### config.mk
export PLATFORM = sky130hd
export DESIGN_NAME = qasu_cmac
export DESIGN_NICKNAME = d
export VERILOG_FILES = /design/src/rtl/core/qasu_pkg.sv /design/src/rtl/core/qasu_cmac.sv
export SDC_FILE = /design/constraint.sdc
export NUM_CORES = 2
export LEC_CHECK = 0
export BUFFER_PORTS_ARGS = -buffer_cell sky130_fd_sc_hd__buf_2
export CORE_ASPECT_RATIO = 0.6
export CORE_MARGIN = 4
export CORE_UTILIZATION = 29
export DETAILED_ROUTE_END_ITERATION = 10
export GPL_TIMING_DRIVEN = 0
export PLACE_DENSITY = 0.47
export SYNTH_ARGS = -nofsm -noshare
export SYNTH_HDL_FRONTEND = slang
export SYNTH_SLANG_ARGS = --single-unit
### constraint.sdc
create_clock -name clk_i -period 7.1 [get_ports clk_i]
set_clock_uncertainty 0.1 [all_clocks]
set_input_delay 0.71 -clock clk_i [delete_from_list [all_inputs] [get_ports clk_i]]
set_output_delay 0.71 -clock clk_i [all_outputs]
set_load 0.005 [all_outputs]
### src/rtl/core/qasu_pkg.sv
// Shared types, sizes and helpers for the quantum automaton state update block.
`timescale 1ns / 1ps
`default_nettype none
package qasu_pkg;

  localparam int MAX_STATES = 8;
  localparam int SYMBOLS    = 4;
  localparam int AMP_BITS   = 16;
  localparam int FRAC_BITS  = AMP_BITS - 2;

  localparam int IDX_W      = $clog2(MAX_STATES);
  localparam int SYM_W      = $clog2(SYMBOLS);
  localparam int SC_W       = 4;
  localparam int CMD_W      = 3;
  localparam int MAT_AW     = SYM_W + 2 * IDX_W;
  localparam int MAT_DEPTH  = SYMBOLS * MAX_STATES * MAX_STATES;
  localparam int PROD_W     = 2 * AMP_BITS;
  localparam int ACC_W      = PROD_W + IDX_W + 1;
  localparam int SH_W       = ACC_W - FRAC_BITS;

  localparam logic [SC_W-1:0] SC_RESET = SC_W'(3);

  typedef logic signed [AMP_BITS-1:0] amp_t;
  typedef logic signed [PROD_W-1:0]   prod_t;
  typedef logic signed [ACC_W-1:0]    acc_t;

  typedef struct packed {
    amp_t re;
    amp_t im;
  } cplx_t;

  localparam int CPLX_W = $bits(cplx_t);

  typedef enum logic [CMD_W-1:0] {
    CMD_WR_MAT  = 3'd0,
    CMD_WR_INIT = 3'd1,
    CMD_START   = 3'd2,
    CMD_APPLY   = 3'd3,
    CMD_FINISH  = 3'd4
  } cmd_e;

  typedef enum logic [2:0] {
    ST_IDLE,
    ST_MAC,
    ST_DRAIN,
    ST_COMMIT,
    ST_EMIT
  } st_e;

  // Tag carried alongside each operand pair into the MAC unit
  typedef struct packed {
    logic             vld;
    logic             first;
    logic             last;
    logic [IDX_W-1:0] row;
  } mac_tag_t;

  // Floor shift by FRAC_BITS, then saturate to the amplitude range
  function automatic amp_t sat_rescale(acc_t acc);
    logic [SH_W-1:0] sh;
    logic            ovf;
    sh  = acc[ACC_W-1:FRAC_BITS];
    ovf = !((&sh[SH_W-1:AMP_BITS-1]) || !(|sh[SH_W-1:AMP_BITS-1]));
    if (ovf) begin
      sat_rescale = sh[SH_W-1] ? {1'b1, {(AMP_BITS-1){1'b0}}} : {1'b0, {(AMP_BITS-1){1'b1}}};
    end else begin
      sat_rescale = sh[AMP_BITS-1:0];
    end
  endfunction

endpackage
`default_nettype wire

### src/rtl/core/qasu_cmac.sv
// Shared complex multiply-accumulate unit with rescale and saturation.
`timescale 1ns / 1ps
`default_nettype none
module qasu_cmac (
  input  wire logic                           clk_i,
  input  wire logic                           rst_ni,
  input  wire qasu_pkg::mac_tag_t             tag_i,
  input  wire qasu_pkg::amp_t                 a_re_i,
  input  wire qasu_pkg::amp_t                 a_im_i,
  input  wire qasu_pkg::amp_t                 b_re_i,
  input  wire qasu_pkg::amp_t                 b_im_i,
  output logic                                res_valid_o,
  output logic [qasu_pkg::IDX_W-1:0]          res_row_o,
  output qasu_pkg::amp_t                      res_re_o,
  output qasu_pkg::amp_t                      res_im_o
);

  qasu_pkg::mac_tag_t m_tag_q;
  qasu_pkg::prod_t    rr_q, ii_q, ri_q, ir_q;
  qasu_pkg::acc_t     acc_re_q, acc_re_d, acc_im_q, acc_im_d;
  logic signed [qasu_pkg::PROD_W:0] sum_re, sum_im;
  logic                             done_q;
  logic [qasu_pkg::IDX_W-1:0]       row_q;

  // multiply stage
  always_ff @(posedge clk_i or negedge rst_ni) begin
    if (!rst_ni) begin
      m_tag_q <= '0;
    end else begin
      m_tag_q <= tag_i;
    end
  end

  always_ff @(posedge clk_i) begin
    rr_q <= a_re_i * b_re_i;
    ii_q <= a_im_i * b_im_i;
    ri_q <= a_re_i * b_im_i;
    ir_q <= a_im_i * b_re_i;
  end

  // accumulate stage
  always_comb begin
    sum_re   = $signed({rr_q[qasu_pkg::PROD_W-1], rr_q}) - $signed({ii_q[qasu_pkg::PROD_W-1], ii_q});
    sum_im   = $signed({ri_q[qasu_pkg::PROD_W-1], ri_q}) + $signed({ir_q[qasu_pkg::PROD_W-1], ir_q});
    acc_re_d = acc_re_q;
    acc_im_d = acc_im_q;
    if (m_tag_q.vld) begin
      if (m_tag_q.first) begin
        acc_re_d = qasu_pkg::acc_t'(sum_re);
        acc_im_d = qasu_pkg::acc_t'(sum_im);
      end else begin
        acc_re_d = acc_re_q + qasu_pkg::acc_t'(sum_re);
        acc_im_d = acc_im_q + qasu_pkg::acc_t'(sum_im);
      end
    end
  end

  always_ff @(posedge clk_i or negedge rst_ni) begin
    if (!rst_ni) begin
      done_q <= 1'b0;
    end else begin
      done_q <= m_tag_q.vld & m_tag_q.last;
    end
  end

  always_ff @(posedge clk_i) begin
    acc_re_q <= acc_re_d;
    acc_im_q <= acc_im_d;
    row_q    <= m_tag_q.row;
  end

  assign res_valid_o = done_q;
  assign res_row_o   = row_q;
  assign res_re_o    = qasu_pkg::sat_rescale(acc_re_q);
  assign res_im_o    = qasu_pkg::sat_rescale(acc_im_q);

endmodule
`default_nettype wire

## After elaboration in Yosys (flattened, before gate mapping)

Cells that the tools add are included.
W data, S select, Z words.

- Bits in registers: 210
- Logic and storage cells: 35

- Reductions and logical operators: 8
- Bitwise logic cells: 1
- Multiply operators: 4
- Mux-type cells: 6
- Add/subtract/negate cells: 4

Operator list:

| kind | number |
|---|---|
| $mul A16 B16 Y32 | 4 |
| $add A36 B33 Y36 | 2 |
| $mux W36 | 2 |
| $mux W16 | 4 |
| $add A32 B32 Y33 | 1 |
| $sub A32 B32 Y33 | 1 |
| $reduce_and A7 Y1 | 2 |
| $reduce_or A7 Y1 | 2 |
| $logic_not A1 Y1 | 2 |
| $logic_or A1 B1 Y1 | 2 |
| $and A1 B1 Y1 | 1 |

## Longest topological paths before layout

- Word-level depth: 4
- Gate-level depth with buffers: 24
- Gate-level depth less buffers: 23

## Worst setup path before layout

OpenSTA, ideal clock, no wires.

- Path type: input-to-reg
- From: input port a_im_i[15]
- To: register ii_q[31]
- Stages on the path: 21
- Setup slack: 421 ps
- Buffers on the path: 1
- Required time: 6864 ps
- Arrival: 6442 ps
- Cell sequence: clkbuf_1 -> nand2_1 -> inv_1 -> fa_1 -> fa_1 -> fa_1 -> fa_1 -> fa_1 -> inv_1 -> fa_1 -> inv_1 -> ha_1 -> and4_1 -> and3_1 -> nor2b_1 -> o21a_1 -> o311a_1 -> o21a_1 -> o21a_1 -> nor4_1 -> a311oi_1

- Word-level cells in the longest chain between the ends: 1

Ends and longest elaborated chain:

| element | RTL line | text |
|---|---|---|
| start: declaration | qasu_cmac.sv:9 | `input wire qasu_pkg::amp_t a_im_i,` |
| $mul A16 B16 Y32 | qasu_cmac.sv:36 | `ii_q <= a_im_i * b_im_i;` |
| end signal: assignment | qasu_cmac.sv:36 |  |
| end: declaration | qasu_cmac.sv:19 | `qasu_pkg::prod_t rr_q, ii_q, ri_q, ir_q;` |

No other way between the ends.
A chain may end at the register's enable or synchronous reset.

## Final worst setup path

- From: input port b_re_i[15]
- To: register rr_q[31]

- Word-level cells in the longest chain between the ends: 1

Ends and longest elaborated chain:

| element | RTL line | text |
|---|---|---|
| start: declaration | qasu_cmac.sv:10 | `input wire qasu_pkg::amp_t b_re_i,` |
| $mul A16 B16 Y32 | qasu_cmac.sv:35 | `rr_q <= a_re_i * b_re_i;` |
| end signal: assignment | qasu_cmac.sv:35 |  |
| end: declaration | qasu_cmac.sv:19 |  |

No other way between the ends.

==> metrics.txt <==
result of the run complete, no violations; Final #Nets between 7000 and 8000; min Tclk post-route a little over 7 ns; gpl congestion 1.00; wire length of the first global-routing pass 272 mm; effective utilization at floorplan roughly 29%; data arrival time of the critical path between 7 and 8 ns; share of final-layout standard cells stronger than drive strength 1 6.41%; dominant cell type by count on the critical path sky130_fd_sc_hd__fa_1; number of unique standard cell types used by synthesis 80; Clock H-tree levels 1; area of combinational cells with multiple inputs 0.0413 mm²; total die area 0.184 mm²; worst reg-to-reg setup slack ~1.0 ns; DP HPWL between 150 and 200 mm; cells along the critical path buf_4 > clkinvlp_4 > clkbuf_2 > nor2_1 > fa_1 > fa_1 > fa_1 > fa_1 > fa_1 > inv_1 > fa_1 > inv_1 > ha_1 > a21o_1 > a21o_1 > a21o_1 > a2111oi_0 > o21bai_1 > a31oi_4 > o21ai_0 > o21ai_2 > a21oi_1 > a31oi_4; FFs w/ async S/R, synth about 3.3%; Critical Path Source b_re_i[15]; number of synthesized register bits 210; final max-slew violation count 0; class of the tightest hold or removal check primary input to register; count of flip-flops with a built-in enable after synthesis 72; count of nets left with antenna violations after detail routing 0; total routing resource utilization after global routing 20.2%; unrepaired setup endpoints after global routing yes; critical register-to-register path endpoint acc_im_q[35]; count of synthesis-stage warnings from yosys 0; top_reg_cell synth sky130_fd_sc_hd__dfxtp_1; dominant cell type by area after synthesis sky130_fd_sc_hd__fa_1; maximum number of buffers from clock root to sink 3; Highest Clock Rate 141 MHz; Area contributors post-synth sky130_fd_sc_hd__fa_1 (41%), sky130_fd_sc_hd__ha_1 (11%), sky130_fd_sc_hd__inv_1 (8.7%); cells on worst reg2reg path 22; later-pin clock latency in the skew report 0.66 ns; CP Capture Type register; final critical-path share of the clock period 99.8%; die boundary height ~330 µm; number of placement rows 119; fraction of the yosys area taken by sequential cells 9.64%; horizontal extent of the die between 500 and 600 µm; maximum number of pins on one net before global-route repair 39; Clock Pin Slew Worst Setup and Hold Paths 0.06 ns; area fraction of the dominant cell type after synthesis between 40% and 50%; Avg Synthesized Cell Area 9.15 µm²; final setup vio count 0; CP Max Fanout 10; sink count of the clock tree 210; count of port buffers added during placement approximately 110; First DRT Iteration DRCs approximately 3400; initial antenna violation count slightly below 80; final WL 184 mm; Net Count, Synth just over 7000; Pre-Repair DR Iteration Count 6; family with the most delay on the worst path adder cells; post-synthesis instance area 0.0514 mm²; max capacitance violation total 0; launch instance of the worst register-to-register path ri_q[0]; CP Launch Type primary input; delay of the slowest critical-path stage 0.51 ns; type of the setup path with the least slack primary input to register; ratio of routed vias to standard cells 4.86; hold violation count in the final report 0; cts bufs inserted 30; mean routed wirelength per cell about 23 µm; Final Hold Slack 0.0604 ns; Filler cells 18561; Seq. cell area 0.00496 mm²; data required time at the worst endpoint 7.52 ns; Top Ports 108; clock root buffer sky130_fd_sc_hd__clkbuf_16; remaining design rule violation count 0; Critical Path End rr_q[31]; vias in the first global route 40029; total congestion overflow 0; gate count of the mapped netlist 5621; Levels on crit path 23; commonest non-fill, non-tap cells in the layout sky130_fd_sc_hd__inv_1 (1187), sky130_fd_sc_hd__fa_1 (1048), sky130_fd_sc_hd__nand2_1 (625), sky130_fd_sc_hd__and2_1 (508), sky130_fd_sc_hd__ha_1 (462); Placeable Area 0.176 mm²; CP max-delay cell sky130_fd_sc_hd__fa_1; combined buffer and inverter count along the critical path 5; clock tree from TritonCTS yes; overall via count from detail_route 39751; most common cell after layout, fill and taps aside sky130_fd_sc_hd__inv_1; Area Overhead vs Synth 10.0%; Worst Max-Slew Pin Slew 1.35 ns; remaining max-slew budget at the tightest pin 9.98%
-- repair_timing --
item                       4_1_cts  5_1_grt
hold buffers                     1        0
buffers inserted                 4        0
resized for setup              121      202
gates cloned                     0        0
pin swaps                        0        3
setup endpoints to repair       29       19
hold endpoints to repair         7        0
-- cell families after synthesis --
logic type      Yosys count  share of synthesized area, %
mux                      14                         0.311
simple gates           1504                          14.4
compound gates          716                          8.80
fa+ha+maj              1514                          52.2
buf+inv                1410                          10.3
flops                   210                          9.64
xor+xnor                253                          4.31
-- state kept, by name, summed over array words and instances, names as in the netlist --
name	count
acc_im_q	36
acc_re_q	36
ii_q	32
ir_q	32
ri_q	32
rr_q	32
m_tag_q	6
res_row_o	3
res_valid_o	1
-- worst register-to-register path, stage by stage (launching register included) --
cell	delay (ns)
sky130_fd_sc_hd__dfxtp_1	0.32
sky130_fd_sc_hd__ha_1	0.23
sky130_fd_sc_hd__fa_1	0.43
sky130_fd_sc_hd__a211oi_1	0.34
sky130_fd_sc_hd__o21ai_0	0.18
sky130_fd_sc_hd__or3b_1	0.33
sky130_fd_sc_hd__a311o_1	0.32
sky130_fd_sc_hd__a21oi_2	0.11
sky130_fd_sc_hd__a221o_1	0.37
sky130_fd_sc_hd__a21o_1	0.19
sky130_fd_sc_hd__a21oi_1	0.20
sky130_fd_sc_hd__xnor2_1	0.18
sky130_fd_sc_hd__ha_1	0.32
sky130_fd_sc_hd__a21o_1	0.20
sky130_fd_sc_hd__a21o_1	0.17
sky130_fd_sc_hd__a21oi_1	0.29
sky130_fd_sc_hd__a21boi_0	0.16
sky130_fd_sc_hd__a311oi_1	0.39
sky130_fd_sc_hd__o21ai_1	0.16
sky130_fd_sc_hd__o41ai_1	0.36
sky130_fd_sc_hd__xor2_1	0.18
sky130_fd_sc_hd__nor2_1	0.06
sky130_fd_sc_hd__xor2_1	0.19
-- layout make-up --
cell class | instances | share of cell area [%]
Buffer | 221 | 2.02
Clock buffer | 38 | 1.56
Sequential cell | 210 | 8.77
Multi-Input combinational cell | 4001 | 73.0
Clock inverter | 18 | 0.327
Antenna cell | 32 | 0.142
Tap cell | 2359 | 5.22
Inverter | 1189 | 7.90
Timing Repair Buffer | 113 | 1.11
-- synthesized netlist by cell type (5+ instances only) --
cell                       number
sky130_fd_sc_hd__a211o_1        6
sky130_fd_sc_hd__a211oi_1      31
sky130_fd_sc_hd__a21boi_0       6
sky130_fd_sc_hd__a21o_1        92
sky130_fd_sc_hd__a21oi_1      192
sky130_fd_sc_hd__a31o_2         7
sky130_fd_sc_hd__a31oi_1       22
sky130_fd_sc_hd__a41oi_1        8
sky130_fd_sc_hd__and2_1       508
sky130_fd_sc_hd__and3_1        30
sky130_fd_sc_hd__and4_1         5
sky130_fd_sc_hd__buf_1          5
sky130_fd_sc_hd__clkbuf_1     214
sky130_fd_sc_hd__dfrtp_1        7
sky130_fd_sc_hd__dfxtp_1      131
sky130_fd_sc_hd__edfxtp_1      72
sky130_fd_sc_hd__fa_1        1052
sky130_fd_sc_hd__ha_1         462
sky130_fd_sc_hd__inv_1       1189
sky130_fd_sc_hd__mux2_2        12
sky130_fd_sc_hd__nand2_1      625
sky130_fd_sc_hd__nand2b_1      41
sky130_fd_sc_hd__nand3_1       38
sky130_fd_sc_hd__nand4_1       14
sky130_fd_sc_hd__nor2_1       147
sky130_fd_sc_hd__nor2b_1       26
sky130_fd_sc_hd__nor3_1        33
sky130_fd_sc_hd__nor4_1         7
sky130_fd_sc_hd__o211ai_1       8
sky130_fd_sc_hd__o21a_1        44
sky130_fd_sc_hd__o21ai_0      198
sky130_fd_sc_hd__o21ai_1       11
sky130_fd_sc_hd__o21bai_1      15
sky130_fd_sc_hd__o31ai_1       12
sky130_fd_sc_hd__o41ai_1        6
sky130_fd_sc_hd__or2_2          6
sky130_fd_sc_hd__or3_1         13
sky130_fd_sc_hd__xnor2_1      173
sky130_fd_sc_hd__xor2_1        80
-- through the flow --
step / setup WS, ns / util (%) / TNS, ns / instance area (µm²) / cells
after global placement: -2.18 / 31.2 / -42.40 / 54900 / 8087
after CTS: -0.0327 / 32.0 / -0.0327 / 56300 / 8149
after detailed placement: -2.19 / 31.3 / -43.35 / 55000 / 8088
after global routing: -0.142 / 32.1 / -0.146 / 56500 / 8154
final: 0.0125 / 32.2 / 0 / 56600 / 8181
after floorplan: 0.421 / - / 0 / 51400 / 5621
-- worst min path at each step --
stage / slack (ns) / cells after the start / start / end
after floorplan: 0.22 / 0 / m_tag_q[0] / res_row_o[0]
after global placement: 0.22 / 0 / m_tag_q[2] / res_row_o[2]
after detailed placement: 0.24 / 0 / m_tag_q[2] / res_row_o[2]
after CTS: 0.002 / 1 / tag_i[1] / m_tag_q[1]
after global routing: 0.02 / 1 / tag_i[1] / m_tag_q[1]
final: 0.06 / 1 / tag_i[1] / m_tag_q[1]
-- routing by layer --
| layer | track usage, % | share of wire, % | up-vias |
|---|---|---|---|
| met5 | 0 | 0.14 | - |
| li1 | - | - | 17592 |
| met1 | 33.0 | 50 | 20471 |
| met4 | 2.32 | 1.2 | 10 |
| met2 | 25.0 | 36 | 1541 |
| met3 | 7.43 | 13 | 137 |
Power is not shown: default switching activity piles up to over one toggle a cycle in this logic, so the estimate is an artifact.
